--- config.mk ---
export PLATFORM = sky130hd
export DESIGN_NAME = tc2_red_cell
export DESIGN_NICKNAME = d
export VERILOG_FILES = /design/src/rtl/core/tc2_pkg.sv /design/src/rtl/core/tc2_red_cell.sv
export SDC_FILE = /design/constraint.sdc
export NUM_CORES = 1
export LEC_CHECK = 0
export BUFFER_PORTS_ARGS = -buffer_cell sky130_fd_sc_hd__buf_2
export CORE_AREA = 2 2 215 217
export DETAILED_ROUTE_END_ITERATION = 12
export DIE_AREA = 0 0 217 219
export SLEW_MARGIN = 25
export SYNTH_ARGS = -nofsm -noshare
export SYNTH_HDL_FRONTEND = slang
export SYNTH_SLANG_ARGS = --single-unit
--- constraint.sdc ---
create_clock -name clk -period 0.8 [get_ports clk]
set_clock_uncertainty 0.15 [all_clocks]
set_input_delay 0.2 -clock clk [delete_from_list [all_inputs] [get_ports clk]]
set_output_delay 0.2 -clock clk [all_outputs]
set_load 0.005 [all_outputs]
--- src/rtl/core/tc2_pkg.sv ---
// ----------------------------------------------------------------------------
// tc2_pkg
// types, constants and helpers for the 2d transform compose core
// ----------------------------------------------------------------------------
package tc2_pkg;

	localparam int FRAC_BITS    = 16;
	localparam int CORDIC_STEPS = 16;
	localparam int ATAN_LEN     = 24;
	localparam int CORDIC_N     = (CORDIC_STEPS < ATAN_LEN) ? CORDIC_STEPS : ATAN_LEN;
	localparam int SHW          = $clog2(ATAN_LEN);

	localparam int VW = 35;
	localparam int ZW = 34;

	localparam longint PERIOD    = longint'(360) << FRAC_BITS;
	localparam longint HALF      = longint'(180) << FRAC_BITS;
	localparam longint QUARTER   = longint'(90) << FRAC_BITS;
	localparam longint OFFSET    = ((longint'(1) << 31) + PERIOD - 1) / PERIOD * PERIOD;
	localparam longint VMAX      = OFFSET + (longint'(1) << 31);
	localparam int     RED_STEPS = $clog2(VMAX / PERIOD + 1);

	localparam longint DEG_TO_RAD = 18740330;
	localparam longint GAIN       = 652032874;

	// s1, reduction, fold, radians, cordic, products, sums, output
	localparam int LATENCY = RED_STEPS + CORDIC_N + 6;

	typedef struct packed {
		logic signed [31:0] parent_x;
		logic signed [31:0] parent_y;
		logic signed [31:0] parent_rotation;
		logic signed [31:0] parent_scale_x;
		logic signed [31:0] parent_scale_y;
		logic signed [31:0] local_x;
		logic signed [31:0] local_y;
		logic signed [31:0] local_rotation;
		logic signed [31:0] local_scale_x;
		logic signed [31:0] local_scale_y;
	} in_t;

	typedef struct packed {
		logic signed [31:0] out_x;
		logic signed [31:0] out_y;
		logic signed [31:0] out_rotation;
		logic signed [31:0] out_scale_x;
		logic signed [31:0] out_scale_y;
	} out_t;

	typedef struct packed {
		logic signed [31:0] px;
		logic signed [31:0] py;
		logic signed [31:0] rot;
		logic signed [31:0] sx;
		logic signed [31:0] sy;
		logic signed [31:0] osx;
		logic signed [31:0] osy;
	} side_t;

	typedef struct packed {
		logic [VW-1:0] v;
		side_t         side;
	} red_t;

	typedef struct packed {
		logic signed [ZW-1:0] x;
		logic signed [ZW-1:0] y;
		logic signed [ZW-1:0] z;
		logic                 flip;
		side_t                side;
	} cor_t;

	function automatic logic signed [31:0] sat32(input logic signed [63:0] v);
		logic signed [31:0] r;
		if (v > 64'sd2147483647) begin
			r = 32'sh7fffffff;
		end else if (v < -64'sd2147483648) begin
			r = 32'sh80000000;
		end else begin
			r = v[31:0];
		end
		return r;
	endfunction

	function automatic logic [31:0] atan_q30(input int i);
		logic [31:0] r;
		case (i)
			0:       r = 32'h3243F6A8;
			1:       r = 32'h1DAC6705;
			2:       r = 32'h0FADBAFC;
			3:       r = 32'h07F56EA6;
			4:       r = 32'h03FEAB76;
			5:       r = 32'h01FFD55B;
			6:       r = 32'h00FFFAAA;
			7:       r = 32'h007FFF55;
			8:       r = 32'h003FFFEA;
			9:       r = 32'h001FFFFD;
			10:      r = 32'h000FFFFF;
			11:      r = 32'h0007FFFF;
			12:      r = 32'h0003FFFF;
			13:      r = 32'h0001FFFF;
			14:      r = 32'h0000FFFF;
			15:      r = 32'h00007FFF;
			16:      r = 32'h00003FFF;
			17:      r = 32'h00001FFF;
			18:      r = 32'h00000FFF;
			19:      r = 32'h000007FF;
			20:      r = 32'h000003FF;
			21:      r = 32'h000001FF;
			22:      r = 32'h000000FF;
			23:      r = 32'h0000007F;
			default: r = 32'h00000000;
		endcase
		return r;
	endfunction

endpackage

--- src/rtl/core/tc2_red_cell.sv ---
// ----------------------------------------------------------------------------
// tc2_red_cell
// one restoring step of the angle reduction: subtract a multiple of the period
// ----------------------------------------------------------------------------
module tc2_red_cell import tc2_pkg::*; (
	input  logic          clk,
	input  logic          arst_n,
	input  logic          cur_valid,
	input  red_t          cur,
	input  logic [VW-1:0] sub,
	output logic          nxt_valid,
	output red_t          nxt
);

	always_ff @(posedge clk or negedge arst_n) begin
		if (!arst_n) begin
			nxt_valid <= 1'b0;
		end else begin
			nxt_valid <= cur_valid;
		end
	end

	always_ff @(posedge clk) begin
		nxt.side <= cur.side;
		nxt.v    <= (cur.v >= sub) ? cur.v - sub : cur.v;
	end

endmodule

==> metrics, run 1 <==
Syn-to-layout area delta 125%; vias in the first global route about 8900; Final Hold Viols 27; overflow left after global routing 0; status finished with violations; drt wl/cell 21.0 µm; DR iter-0 viols 310; DR vias 8551; Nets 1928; Max Fclk 449 MHz; share of cells above drive strength 1 0.621; Synth Net Count 973; worst-margin pin slew 0.353 ns; die width 217 µm; failing checks hold timing, setup timing; pwr dens 2140 nW/µm²; asr flop ratio synth 0.00385; Via density 3.84; RSZ-0062 raised after global routing yes; post-synth cell types 55; drt pass-1 iters 4; Yosys top cell area share 0.662; fin. max-slew vios 0; Cell Count, Final, Fillers Out 2224; register area share after synthesis 0.665; dpl hpwl 35700 µm; CP Data Required Time roughly 1.1 ns; Total Wirelength 46700 µm; final antenna-violating net count 0; Critical-path top delay cell or4_1; IO Pins 557; total track usage 0.184; cts bufs inserted 34; Yosys warnings 0; number of enable flip-flop cells after synthesis 0; antenna violations before repair 19; Avg Cell Area, Syn around 12 µm²; Worst EP arrival 2.48 ns; Die H 219 µm; worst-path fanout max 7; Leak approximately 0.0083 µW; Startpoint Class input port; most common cell after layout, fill and taps aside buf_2; final cycle utilization of the critical path 2.79; DRC viols 0; Critical Path Sink Type flip-flop; Seq cells post-synth 260; gate count of the mapped netlist 640; Core Rows 78; Crit Path Class in2reg; port bufs approximately 560; clock sink count 260; Mapped Area 7840 µm²; placed cell count 1901; dominant cells by area after synthesis dfxtp_1 66%, ha_1 5.6%, mux2_4 3.1%; Core ar. 45100 µm²; Fillers 4389; full die area 47500 µm²; Top FF cell, synth dfxtp_1; GP Congestion 0.861; Worst path max stage delay 0.56 ns; Peak supply drop 2.17 mV; Max clock buf depth 3; post-route setup slack -1.43 ns; CTS H-Tree Depth 2; hold slack -0.223 ns; Rel. slew slack 0.765; Initial Util 0.174; Setup-failing EPs final about 300; final core utilization 0.391; Synth area leader dfxtp_1; first-pass GRT wire length 62900 µm; CTS tree done; largest net degree at the start of global routing 15; Critical Path, Cell by Cell buf_6, inv_4, ha_4, nand4_1, or4_1, nor3_2, a221oi_2, o21ai_1, a21oi_2, and2_4, clkbuf_16, mux2_4; Max Cap Viol 0; Hold-fix buffers, CTS 235; commonest non-fill, non-tap cells in the layout 404 x buf_2, 235 x dlygate4sd3_1, 158 x buf_6; root cell of the clock tree clkbuf_16; worst hold path class in2reg; fin crit period 2.23 ns; Worst-path clk slew 0.05 ns
[sequential cells by signal, summed over array words and instances (netlist names)]
name       cells
nxt          259
nxt_valid      1
[cell families after synthesis]
kind of cell / Yosys count / share of synthesized area
buffers and inverters: 65 / 0.0345
xor gates and xnor gates: 29 / 0.0324
muxes: 22 / 0.0391
DFF: 260 / 0.665
and+or+nand+nor: 107 / 0.0709
adders and majority gates: 36 / 0.0584
AOI/OAI and AO/OA: 121 / 0.0998
[through the flow]
step | hold WS (ns) | setup WS, ns | setup TNS [ns] | instance area, µm² | power (µW)
global placement | -0.170 | -2.07 | -69.53 | 12400 | 20000
detailed placement | -0.171 | -2.13 | -70.55 | 12400 | 19900
finish | -0.223 | -1.43 | -176.59 | 17600 | 37800
floorplan | -0.246 | -1.80 | -57.73 | 8090 | 16600
CTS | -0.263 | -1.41 | -185.43 | 17100 | 37800
global route | -0.251 | -1.49 | -189.09 | 17600 | 39400
[critical path: cells and delay by family]
kind / cells / cell delay, ns
AO/OA/AOI/OAI: 3 / 0.33
adder cells (fa/ha/maj): 1 / 0.26
multiplexers: 1 / 0.29
buffers and inverters: 3 / 0.29
AND/OR/NAND/NOR: 4 / 1.10
[cell type report]
| cell class | count | area, µm² | share of cell area |
|---|---|---|---|
| Sequential cell | 260 | 5410 | 0.306 |
| Antenna cell | 5 | 12.5 | 0.000709 |
| Clock buffer | 45 | 963 | 0.0546 |
| Timing Repair Buffer | 935 | 7280 | 0.413 |
| Inverter | 49 | 204 | 0.0116 |
| Tap cell | 600 | 751 | 0.0425 |
| Clock inverter | 15 | 185 | 0.0105 |
| Multi-Input combinational cell | 315 | 2850 | 0.161 |
[repair_timing]
action | CTS | global route
hold endpoints to repair | 261 | 27
setup endpoints to repair | 295 | 295
pin swaps | 18 | 9
buffers inserted | 17 | 6
gates cloned | 1 | 1
resized for setup | 324 | 115
[synth_stat cells (all sizes together) (10+ instances only)]
cell type and number:
nor2 15, nand2 29, and2 10, clkbuf 10, nand3 23, a21o 17, o21ai 22, a21oi 40
dfxtp 259, ha 35, inv 49, mux2 21, xnor2 22
[metal layers]
metal	part of all wire	wire [µm]	track usage
met1	0.39	18300	0.211
met2	0.50	23200	0.322
met3	0.070	3260	0.0531
met5	0.0030	142	0
met4	0.039	1830	0.0712
[power by group]
part / leakage, µW / switching, µW / internal (µW) / total, µW
Sequential: 0.00220 / 368 / 14000 / 14400
Combinational: 0.00558 / 3150 / 4530 / 7680
Clock: 0.000564 / 6200 / 9550 / 15800
[path summary, 6_finish.rpt]
| check | end | start | cells after the start |
|---|---|---|---|
| worst max-delay path | nxt[241] | sub[1] | 12 |
| max in group asynchronous | nxt_valid | arst_n | 2 |
| worst min-delay path | nxt[227] | cur[227] | 2 |
| min in group asynchronous | nxt_valid | arst_n | 2 |
(Power assumes the default switching activity.)
==> run 2, diff against run 1 <==
Settings changed: CELL_PAD_IN_SITES_DETAIL_PLACEMENT set to 1, CELL_PAD_IN_SITES_GLOBAL_PLACEMENT set to 1, CORE_AREA 2 2 215 217 to 2 2 218 220, DIE_AREA 0 0 217 219 to 0 0 220 222, PLACE_DENSITY_LB_ADDON set to 0.1.
==> run 2 against run 1 <==
  * Sequential share of layout area down 0.33 points
  * Clock power up 3%
  * Setup slack worse by 0.054 ns
  * Critical path depth up 1
  * Non-clock buffer count up 21
  * Critical path type unchanged
  * Largest power group unchanged
  * The run still ends with hold timing, setup timing left
  * Power up 1.9%
  * Utilization down 0.50 points
  * Die area up 2.8%
==> metrics, run 2 (synthesis results as in run 1) <==
Worst path max stage delay 0.57 ns (about the same); Die H 222 µm (+1.4%); Max clock buf depth 3 (unchanged); Setup-failing EPs final 295 (unchanged); Max Fclk 438 MHz (-2.4%); max reg flops 259 (unchanged); DR iter-0 viols 309 (-0.32%); Worst-path clk slew 0.06 ns (about the same); Critical Path, Cell by Cell buf_6, inv_4, ha_4, nand4_1, or4_4, nor3_4, a221oi_2, o21ai_1, a21oi_2, and2_4, buf_12, clkbuf_16, mux2_4; largest net degree at the start of global routing 14 (-1); Largest Register nxt; full die area 48800 µm² (+2.8%); Worst EP arrival 2.54 ns (+0.06 ns); Final Hold Viols 29 (+7.4%); pre-CTS setup slack -2.15 ns (-0.0170 ns); worst hold path class in2reg; Total Wirelength 51000 µm (+9.3%); RSZ-0062 raised after global routing yes; switch share 0.256 (-0.00137); IO Pins 557 (unchanged); Initial Util 0.169 (-0.00440); fin crit period 2.28 ns (+0.0539 ns); worst-path fanout max 5 (-2); WP depth 13 (+1); Critical Path Sink Type flip-flop; worst-margin pin slew 0.469 ns (+0.116 ns); commonest non-fill, non-tap cells in the layout 409 x buf_2, 233 x dlygate4sd3_1, 157 x buf_4; Internal 28600 µW (+2.1%); DR vias 8641 (+1.1%); DRC viols 0 (unchanged); first-pass GRT wire length 69400 µm (+10%); cts bufs inserted 34 (unchanged); share of cells above drive strength 1 0.633 (+0.0122); end of the critical path nxt[232]; antenna violations before repair 24 (+5); CTS tree done; GP Congestion 0.894 (+3.8%); Peak supply drop 2.14 mV (-1.1%); total track usage 0.201 (+0.0164); Combinational Power Share 0.205 (+0.002); hold slack -0.234 ns (-0.0107 ns); vias in the first global route 9493 (+6.5%); CTS H-Tree Depth 2 (unchanged); failing checks hold timing, setup timing; root cell of the clock tree clkbuf_16; Top Family by Delay on Critical Path simple AND/OR/NAND/NOR gates; overflow left after global routing 0 (unchanged); crit path launch cur[224]; Leak 0.00845 µW (+1.3%); Startpoint Class input port; Via density 3.82 (-0.78%); fin. max-slew vios 0 (unchanged); Crit Path Class in2reg; drt pass-1 iters 4 (unchanged); Syn-to-layout area delta 128%; dpl hpwl 39800 µm (+12%); Nets 1949 (+1.1%); clock power share 0.422 (+0.005); drt wl/cell 22.5 µm (+7.4%); worst path bufs/invs 4 (+1); CP Data Required Time 1.06 ns (about the same); sequential share of power 0.373 (-0.007); Net Sw Power 9850 µW (+1.3%); status finished with violations; pwr dens 2150 nW/µm² (+0.59%); Rel. slew slack 0.687 (-0.0776); clock sink count 260 (unchanged); Core Rows 79 (+1.3%); Largest regs nxt x259, nxt_valid x1; Core ar. 46300 µm² (+2.6%); worst hold start cur[227]; post-route setup slack -1.48 ns (-0.0539 ns); most common cell after layout, fill and taps aside buf_2; die width 220 µm (+1.4%); Max Cap Viol 0 (unchanged); port bufs 556 (unchanged); final antenna-violating net count 0 (unchanged); final cycle utilization of the critical path 2.85 (+0.0673); Critical-path top delay cell or4_4; setup_tns -178.35 ns (-1.77 ns)
run 2: cell count changes in the layout (fill, tap and decap cells not counted), moves of 5 or more:
cell / delta
buf_4: +26
buf_2: +5
buf_6: -6
diode_2: +13
clkinvlp_4: +5
a21oi_1: +5
run 2: worst min-delay path by stage:
stage | end | slack (ns) | cells after the start
floorplan | nxt_valid | -0.25 | 0
detailed placement | nxt_valid | -0.17 | 1
global route | nxt[242] | -0.25 | 2
finish | nxt[227] | -0.23 | 2
CTS | nxt[242] | -0.27 | 2
global placement | nxt_valid | -0.17 | 1
run 2: power by group through the flow:
stage	clock (µW)	sequential, µW	combinational (µW)
finish	16200	14400	7870
global route	17300	14400	8510
CTS	16800	14300	7570
detailed placement	0	14400	5820
global placement	0	14400	5820
floorplan	0	14500	2080
run 2: area by class of cell:
class | instances | area, µm²
Sequential cell | 260 | 5420
Tap cell | 607 | 759
Clock buffer | 43 | 946
Inverter | 49 | 206
Timing Repair Buffer | 956 | 7370
Multi-Input combinational cell | 315 | 2890
Clock inverter | 17 | 236
Fill cell | 5150 | 28400
Antenna cell | 18 | 45.0
run 2: repair_timing:
item / CTS / global route
gates resized for setup: 320 / 128
endpoints found under the setup margin: 295 / 295
endpoints found under the hold margin: 261 / 30
gates cloned: 1 / 1
pin swaps: 17 / 18
setup buffers: 9 / 12
hold buffers: 232 / 1
run 2: metal layers:
layer  global-route usage  up-vias  wire length (µm)
met2                0.357      303             26000
li1                     -     4151                 -
met1                0.228     4101             19800
met3               0.0491       78              3260
met5                    0        -                48
met4               0.0788        8              1860
run 2: stage by stage:
| stage | utilization | std cells | total power (µW) | instance area (µm²) |
|---|---|---|---|---|
| after floorplan | - | 640 | 16600 | 8090 |
| after global placement | 0.273 | 1934 | 20300 | 12600 |
| after detailed placement | 0.273 | 1934 | 20200 | 12600 |
| after CTS | 0.372 | 2236 | 38700 | 17200 |
| after global routing | 0.386 | 2258 | 40300 | 17900 |
| final | 0.386 | 2265 | 38500 | 17900 |
