==> src/rtl/core/tc2_pkg.sv <==
// ----------------------------------------------------------------------------
// tc2_pkg
// types, constants and helpers for the 2d transform compose core
// ----------------------------------------------------------------------------
package tc2_pkg;

	localparam int FRAC_BITS    = 16;
	localparam int CORDIC_STEPS = 16;
	localparam int ATAN_LEN     = 24;
	localparam int CORDIC_N     = (CORDIC_STEPS < ATAN_LEN) ? CORDIC_STEPS : ATAN_LEN;
	localparam int SHW          = $clog2(ATAN_LEN);

	localparam int VW = 35;
	localparam int ZW = 34;

	localparam longint PERIOD    = longint'(360) << FRAC_BITS;
	localparam longint HALF      = longint'(180) << FRAC_BITS;
	localparam longint QUARTER   = longint'(90) << FRAC_BITS;
	localparam longint OFFSET    = ((longint'(1) << 31) + PERIOD - 1) / PERIOD * PERIOD;
	localparam longint VMAX      = OFFSET + (longint'(1) << 31);
	localparam int     RED_STEPS = $clog2(VMAX / PERIOD + 1);

	localparam longint DEG_TO_RAD = 18740330;
	localparam longint GAIN       = 652032874;

	// s1, reduction, fold, radians, cordic, products, sums, output
	localparam int LATENCY = RED_STEPS + CORDIC_N + 6;

	typedef struct packed {
		logic signed [31:0] parent_x;
		logic signed [31:0] parent_y;
		logic signed [31:0] parent_rotation;
		logic signed [31:0] parent_scale_x;
		logic signed [31:0] parent_scale_y;
		logic signed [31:0] local_x;
		logic signed [31:0] local_y;
		logic signed [31:0] local_rotation;
		logic signed [31:0] local_scale_x;
		logic signed [31:0] local_scale_y;
	} in_t;

	typedef struct packed {
		logic signed [31:0] out_x;
		logic signed [31:0] out_y;
		logic signed [31:0] out_rotation;
		logic signed [31:0] out_scale_x;
		logic signed [31:0] out_scale_y;
	} out_t;

	typedef struct packed {
		logic signed [31:0] px;
		logic signed [31:0] py;
		logic signed [31:0] rot;
		logic signed [31:0] sx;
		logic signed [31:0] sy;
		logic signed [31:0] osx;
		logic signed [31:0] osy;
	} side_t;

	typedef struct packed {
		logic [VW-1:0] v;
		side_t         side;
	} red_t;

	typedef struct packed {
		logic signed [ZW-1:0] x;
		logic signed [ZW-1:0] y;
		logic signed [ZW-1:0] z;
		logic                 flip;
		side_t                side;
	} cor_t;

	function automatic logic signed [31:0] sat32(input logic signed [63:0] v);
		logic signed [31:0] r;
		if (v > 64'sd2147483647) begin
			r = 32'sh7fffffff;
		end else if (v < -64'sd2147483648) begin
			r = 32'sh80000000;
		end else begin
			r = v[31:0];
		end
		return r;
	endfunction

	function automatic logic [31:0] atan_q30(input int i);
		logic [31:0] r;
		case (i)
			0:       r = 32'h3243F6A8;
			1:       r = 32'h1DAC6705;
			2:       r = 32'h0FADBAFC;
			3:       r = 32'h07F56EA6;
			4:       r = 32'h03FEAB76;
			5:       r = 32'h01FFD55B;
			6:       r = 32'h00FFFAAA;
			7:       r = 32'h007FFF55;
			8:       r = 32'h003FFFEA;
			9:       r = 32'h001FFFFD;
			10:      r = 32'h000FFFFF;
			11:      r = 32'h0007FFFF;
			12:      r = 32'h0003FFFF;
			13:      r = 32'h0001FFFF;
			14:      r = 32'h0000FFFF;
			15:      r = 32'h00007FFF;
			16:      r = 32'h00003FFF;
			17:      r = 32'h00001FFF;
			18:      r = 32'h00000FFF;
			19:      r = 32'h000007FF;
			20:      r = 32'h000003FF;
			21:      r = 32'h000001FF;
			22:      r = 32'h000000FF;
			23:      r = 32'h0000007F;
			default: r = 32'h00000000;
		endcase
		return r;
	endfunction

endpackage

==> src/rtl/core/tc2_cordic_cell.sv <==
// ----------------------------------------------------------------------------
// tc2_cordic_cell
// one rotation-mode cordic micro-rotation
// ----------------------------------------------------------------------------
module tc2_cordic_cell import tc2_pkg::*; (
	input  logic                 clk,
	input  logic                 arst_n,
	input  logic                 cur_valid,
	input  cor_t                 cur,
	input  logic [SHW-1:0]       shamt,
	input  logic signed [ZW-1:0] atan,
	output logic                 nxt_valid,
	output cor_t                 nxt
);

	logic signed [ZW-1:0] dx;
	logic signed [ZW-1:0] dy;

	assign dx = cur.y >>> shamt;
	assign dy = cur.x >>> shamt;

	always_ff @(posedge clk or negedge arst_n) begin
		if (!arst_n) begin
			nxt_valid <= 1'b0;
		end else begin
			nxt_valid <= cur_valid;
		end
	end

	always_ff @(posedge clk) begin
		nxt.flip <= cur.flip;
		nxt.side <= cur.side;
		if (!cur.z[ZW-1]) begin
			nxt.x <= cur.x - dx;
			nxt.y <= cur.y + dy;
			nxt.z <= cur.z - atan;
		end else begin
			nxt.x <= cur.x + dx;
			nxt.y <= cur.y - dy;
			nxt.z <= cur.z + atan;
		end
	end

endmodule

==> config.mk <==
export PLATFORM = sky130hd
export DESIGN_NAME = tc2_cordic_cell
export DESIGN_NICKNAME = d
export VERILOG_FILES = /design/src/rtl/core/tc2_pkg.sv /design/src/rtl/core/tc2_cordic_cell.sv
export SDC_FILE = /design/constraint.sdc
export NUM_CORES = 1
export LEC_CHECK = 0
export BUFFER_PORTS_ARGS = -buffer_cell sky130_fd_sc_hd__buf_2
export CORE_AREA = 3 3 271 273
export CTS_CLUSTER_DIAMETER = 40
export DETAILED_ROUTE_END_ITERATION = 16
export DIE_AREA = 0 0 274 276
export GPL_TIMING_DRIVEN = 0
export RECOVER_POWER = 25
export SLEW_MARGIN = 15
export SYNTH_ARGS = -nofsm -noshare
export SYNTH_HDL_FRONTEND = slang
export SYNTH_SLANG_ARGS = --single-unit
export TNS_END_PERCENT = 5
==> constraint.sdc <==
create_clock -name clk -period 1.2 [get_ports clk]
set_input_delay 0.24 -clock clk [delete_from_list [all_inputs] [get_ports clk]]
set_output_delay 0.24 -clock clk [all_outputs]
set_load 0.005 [all_outputs]
==> impl_metrics.ini, run 1 <==
[run_status]
status = finished with violations
violations = hold timing, setup timing

[critical_path]
path_common_cell = buf_12
start_kind = input port
arrival_ns = 5.38
critPathCaptureType = flop
crit_path_top_delay_cell = a221o_2
path_max_fanout = 6
required_ns = 1.74
cp_slowest_stage_delay_ns = 0.44
cp_top_family = compound AO/OA/AOI/OAI gates
worst-path-buf-inv = 5
critPathKind = input port to flop

[placed_design]
io_buffers = 691
gp_congestion = 1.09
placed_area_sq_mm = 0.0237
post-place-ws_ns = -5.76
hpwl_um = 107000

[sta]
hold-worst-slack_ns = -0.0388
final.setup.worst_slack_ns = -3.64
tightest_slew_ns = 0.824
maxSlewHeadroom_pct = 44.9
fin_crit_sh_pct = 403
finalHoldViolations = 1
fin_crit_ns = 4.84
setup_tns_ns = -259.11
rsz0062_at_grt = yes
setup_viol = 428
fmaxAchievable_mhz = 207
slew_violations = 0

[pwr]
p_comb_share_pct = 39.3
power_per_cell_area_mw_per_mm2 = 1490
peakVddDrop_mv = 1.29
p_int_w = 0.0316
pwr-share-seq_pct = 27.7
power_switching_w = 0.0181
p_sw_share_pct = 36.4
leakage_nw = 14.6
clockPowerShare_pct = 33.0

[yosys]
netlist_area_sq_mm = 0.0189
synthDistinctLibCells = 97
yosys-top-cells-area = dfxtp_1 35%, mux4_2 9.5%, ha_1 6.8%, xnor2_1 4.7%, a21oi_1 4.1%
synthFlopType = dfxtp_1
ys_async_sr_fraction_pct = 0.305
yosysWarnings = 0
avgSynthCellArea_sq_um = 9.78
synth_top_area_cell = dfxtp_1
synthTopCellsByCount = 327 x dfxtp_1, 156 x a21oi_1, 149 x nor2_1
synth_most_common_cell = dfxtp_1
synth_seq_area_share_pct = 34.8
synth_fp_nets = 2404
netlist.area_leader.share_pct = 34.7
synth-seq-cells = 328
synth-edff-count = 0
syn_inst = 1930

[clocking]
cts_tree = done
cts_made_buffers = 55
clk_pin_slew_ns = 0.06
h-tree-depth = 2
cts_hold_buf = 231
clockBufferDepth = 3
cts-root-buf = clkbuf_16
clock_sinks = 328

[drt]
viasPerCell = 5.55
wl_per_cell_um = 34.1
drc = 0
antenna_left = 0
first_pass_iters = 8
vias = 22900
drt_iter0_markers = 2754
wl_um = 141000

[global_routing]
grt_pass1_wl_um = 185000
overflow = 0
grt_max_degree = 16
antenna_found_initial = 42
grt_pass1_vias = 22200
grtUsageTotal_pct = 35.0

[flow_run]
drv_cap = 0

[floorplanning]
io_pins = 697
coreArea_sq_mm = 0.0714
dieArea_sq_mm = 0.0756
die_h_um = 276
rows = 98
die_w_um = 274
initial_utilization_pct = 26.5

[cells_and_area]
nets = 3566
final_util_pct = 46.6
drive_above_1_share_pct = 52.9
final_cell_area_sq_mm = 0.0333
syn2layout_area_growth_pct = 76.1

[worst_hold_path]
hold_class = input port to flop
## cell type report
class	count	area, sq um
Antenna cell	32	80.1
Clock buffer	62	1450
Tap cell	950	1190
Sequential cell	328	6870
Timing Repair Buffer	1111	8590
Fill cell	6689	38100
Inverter	57	215
Multi-Input combinational cell	1451	13400
Buffer	88	947
Clock inverter	42	479
## logic make-up (layout without fill, tap and decap cells)
group / Yosys count / after routing / share of synthesized area (%)
fa+ha+maj: 105 / 105 / 7.08
mux: 184 / 184 / 16.1
other cells: 0 / 32 / 0
buf+inv: 151 / 1360 / 3.78
compound gates: 496 / 496 / 17.3
flops: 328 / 328 / 34.8
xor+xnor: 179 / 179 / 8.30
simple gates: 487 / 487 / 12.7
## state kept, by name, summed over array words and instances, names as in the netlist
signal and count:
nxt 327, nxt_valid 1
## metal layers
| layer | vias to the layer above | GRT usage (%) | share of wire (%) |
|---|---|---|---|
| li1 | 9527 | - | - |
| met1 | 11200 | 40.8 | 37 |
| met2 | 1688 | 54.0 | 43 |
| met3 | 468 | 13.2 | 12 |
| met4 | 20 | 21.5 | 8.5 |
| met5 | - | 0.513 | 0.14 |
## power by group through the flow
stage                     Combinational [W]  Sequential, W  Clock (W)
after floorplan                     0.00727         0.0137          0
after global placement               0.0142         0.0136          0
after detailed placement             0.0141         0.0137          0
after CTS                            0.0175         0.0135     0.0165
after global routing                 0.0204         0.0139     0.0171
final                                0.0195         0.0137     0.0164
## per-stage QoR
stage | instances | power [W]
after floorplan | 1930 | 0.0210
after global placement | 3571 | 0.0278
after detailed placement | 3573 | 0.0277
after CTS | 4043 | 0.0475
after global routing | 4107 | 0.0514
final | 4121 | 0.0497
## what timing repair did
| item | in CTS | in global routing |
|---|---|---|
| endpoints found under the hold margin | 232 | 1 |
| cloned | 6 | 0 |
| endpoints found under the setup margin | 429 | 429 |
| pin swaps | 151 | 112 |
| resized for setup | 485 | 599 |
| setup buffers | 136 | 60 |
## path summary, 6_finish.rpt
path                          start         to  slack, ns  cells after the start
setup / recovery           shamt[1]   nxt[291]      -3.64                     25
hold / removal             cur[293]   nxt[293]      -0.04                      2
max in group asynchronous    arst_n  nxt_valid       0.54                      3
min in group asynchronous    arst_n  nxt_valid       0.54                      3
## placed cells by master (no fill, tap or decap), types with 57 or more instances in the layout
cell | netlist | final
a21oi_1 | 156 | 116
dfxtp_1 | 327 | 154
nor2_1 | 149 | 125
buf_2 | 23 | 527
buf_6 | 9 | 179
buf_4 | 9 | 173
nand2_1 | 120 | 111
mux4_2 | 80 | 87
dfxtp_2 | 0 | 140
dlygate4sd3_1 | 0 | 231
xor2_1 | 78 | 74
clkbuf_16 | 0 | 57
ha_1 | 102 | 79
xnor2_1 | 101 | 80
Power figures use the tool's default switching activity.
==> inputs of run 2 (changes only) <==
--- a/config.mk
+++ b/config.mk
@@ -7,8 +7,8 @@
 export LEC_CHECK = 0
 export BUFFER_PORTS_ARGS = -buffer_cell sky130_fd_sc_hd__buf_2
-export CORE_AREA = 3 3 271 273
+export CORE_AREA = 3 3 272 274
 export CTS_CLUSTER_DIAMETER = 40
 export DETAILED_ROUTE_END_ITERATION = 16
-export DIE_AREA = 0 0 274 276
+export DIE_AREA = 0 0 275 277
 export GPL_TIMING_DRIVEN = 0
 export RECOVER_POWER = 25
==> constraint.sdc (replaced) <==
create_clock -name clk -period 4.7 [get_ports clk]
set_input_delay 0.47 -clock clk [delete_from_list [all_inputs] [get_ports clk]]
set_output_delay 0.47 -clock clk [all_outputs]
set_load 0.005 [all_outputs]
==> run 2 against run 1 <==
The flow finishes with violations (setup timing). Hold slack improved by 0.10 ns. Sequential power decreased by 75%. Via count decreased by 5.0%. Critical path depth unchanged. Worst setup slack improved by 3.2 ns. First-iteration DRC count decreased by 17%. Critical path type unchanged. Die area increased by 0.73%. Cell count decreased by 2.6%. Total power decreased by 75%. Sequential share of layout area increased by 1.3 points.
==> impl_metrics.ini, run 2 (synthesis results as in run 1) <==
[placed_design]
post-place-ws_ns = -2.80
io_buffers = 691
gp_congestion = 1.06
hpwl_um = 110000

[global_routing]
grt_max_degree = 18
grtUsageTotal_pct = 34.8
overflow = 0
grt_pass1_wl_um = 183000
antenna_found_initial = 36
grt_pass1_vias = 21400

[critical_path]
cp_top_family = compound AO/OA/AOI/OAI gates
required_ns = 5.23
path_max_fanout = 10
critPathKind = input port to flop
critPathCaptureType = flop
cp_slowest_stage_delay_ns = 0.46
start_kind = input port
arrival_ns = 5.69
worst-path-buf-inv = 4
path_common_cell = buf_12
crit_path_top_delay_cell = mux2i_2

[sta]
fin_crit_ns = 5.16
rsz0062_at_grt = yes
maxSlewHeadroom_pct = 14.0
setup_viol = 21
tightest_slew_ns = 1.29
fin_crit_sh_pct = 110
hold-worst-slack_ns = 0.0651
slew_violations = 0
final.setup.worst_slack_ns = -0.460
fmaxAchievable_mhz = 194
finalHoldViolations = 0

[cells_and_area]
nets = 3469
multi_input_area_sq_mm = 0.0124
drive_above_1_share_pct = 39.9
syn2layout_area_growth_pct = 58.6
layout_commonest_cell = buf_2
reg_top3 = nxt x327, nxt_valid x1
largest_reg_flops = 327
fill_cells = 7052
final_cell_mix = 674 x buf_2, 327 x dfxtp_1, 217 x dlygate4sd3_1
seqCellArea_sq_mm = 0.00657
final_util_pct = 41.8
regMostFlops = nxt

[run_status]
status = finished with violations
violations = setup timing

[drt]
wl_um = 138000
vias = 21700
first_pass_iters = 7
drc = 0
viasPerCell = 5.41
wl_per_cell_um = 34.3
antenna_left = 0
drt_iter0_markers = 2295

[floorplanning]
coreArea_sq_mm = 0.0716
die_w_um = 275
die_h_um = 277
dieArea_sq_mm = 0.0762
io_pins = 697
rows = 98
initial_utilization_pct = 26.4

[pwr]
peakVddDrop_mv = 0.390
power_per_cell_area_mw_per_mm2 = 409
leakage_nw = 13.4

[clocking]
clock_sinks = 328
clockBufferDepth = 3
cts_tree = done
clk_pin_slew_ns = 0.06
cts-root-buf = clkbuf_16
cts_made_buffers = 60
h-tree-depth = 2

[worst_hold_path]
hold_class = input port to flop

[flow_run]
drv_cap = 0
## run 2: cell count changes in the layout (fill, tap and decap cells not counted), moves of 30 or more
| cell | before | now |
|---|---|---|
| a21oi_1 | 116 | 146 |
| buf_2 | 527 | 674 |
| buf_4 | 173 | 101 |
| buf_6 | 179 | 8 |
| dfxtp_1 | 154 | 327 |
| dfxtp_2 | 140 | 0 |
| dfxtp_4 | 33 | 0 |
## run 2: repair_timing
item | CTS | global route
gates resized for setup | 252 | 30
setup buffers | 92 | 3
setup endpoints to repair | 63 | 31
gates cloned | 2 | 0
hold buffers | 217 | 0
pin swaps | 74 | 15
hold endpoints to repair | 217 | 0
## run 2: path summary, 6_finish.rpt
kind,start,endpoint,depth (start not counted)
worst min-delay path,cur[225],nxt[225],2
max in group asynchronous,arst_n,nxt_valid,2
min in group asynchronous,arst_n,nxt_valid,2
worst max-delay path,shamt[1],nxt[291],25
## run 2: final cells by class
class | instances | area share [%]
multi-input combinational | 1451 | 41.5
sequential | 328 | 21.9
timing repair buffer | 1006 | 21.6
clock buffer | 69 | 5.30
tap | 950 | 3.97
buffer | 91 | 3.03
clock inverter | 42 | 1.80
inverter | 57 | 0.723
antenna | 20 | 0.167
## run 2: metal layers
layer / part of all wire, % / GRT usage (%) / up-vias
met5: 0.020 / 0 / -
met4: 8.1 / 22.5 / 4
met3: 11 / 11.2 / 401
met2: 43 / 53.8 / 1496
met1: 37 / 41.5 / 10500
li1: - / - / 9337
## run 2: stage by stage
| step | TNS [ns] | total power (W) | cells | instance area (sq um) |
|---|---|---|---|---|
| global placement | -129.72 | 0.00711 | 3571 | 23600 |
| floorplan | -4.43 | 0.00535 | 1930 | 19000 |
| detailed placement | -103.41 | 0.00708 | 3572 | 23700 |
| finish | -4.58 | 0.0123 | 4014 | 29900 |
| CTS | -2.44 | 0.0122 | 3991 | 29800 |
| global route | -8.26 | 0.0127 | 4003 | 29900 |
## run 2: where the power goes
part	total (W)	switching (W)	internal, W
sequential	0.00344	0.000183	0.00326
combinational	0.00424	0.00243	0.00181
clock	0.00457	0.00175	0.00282
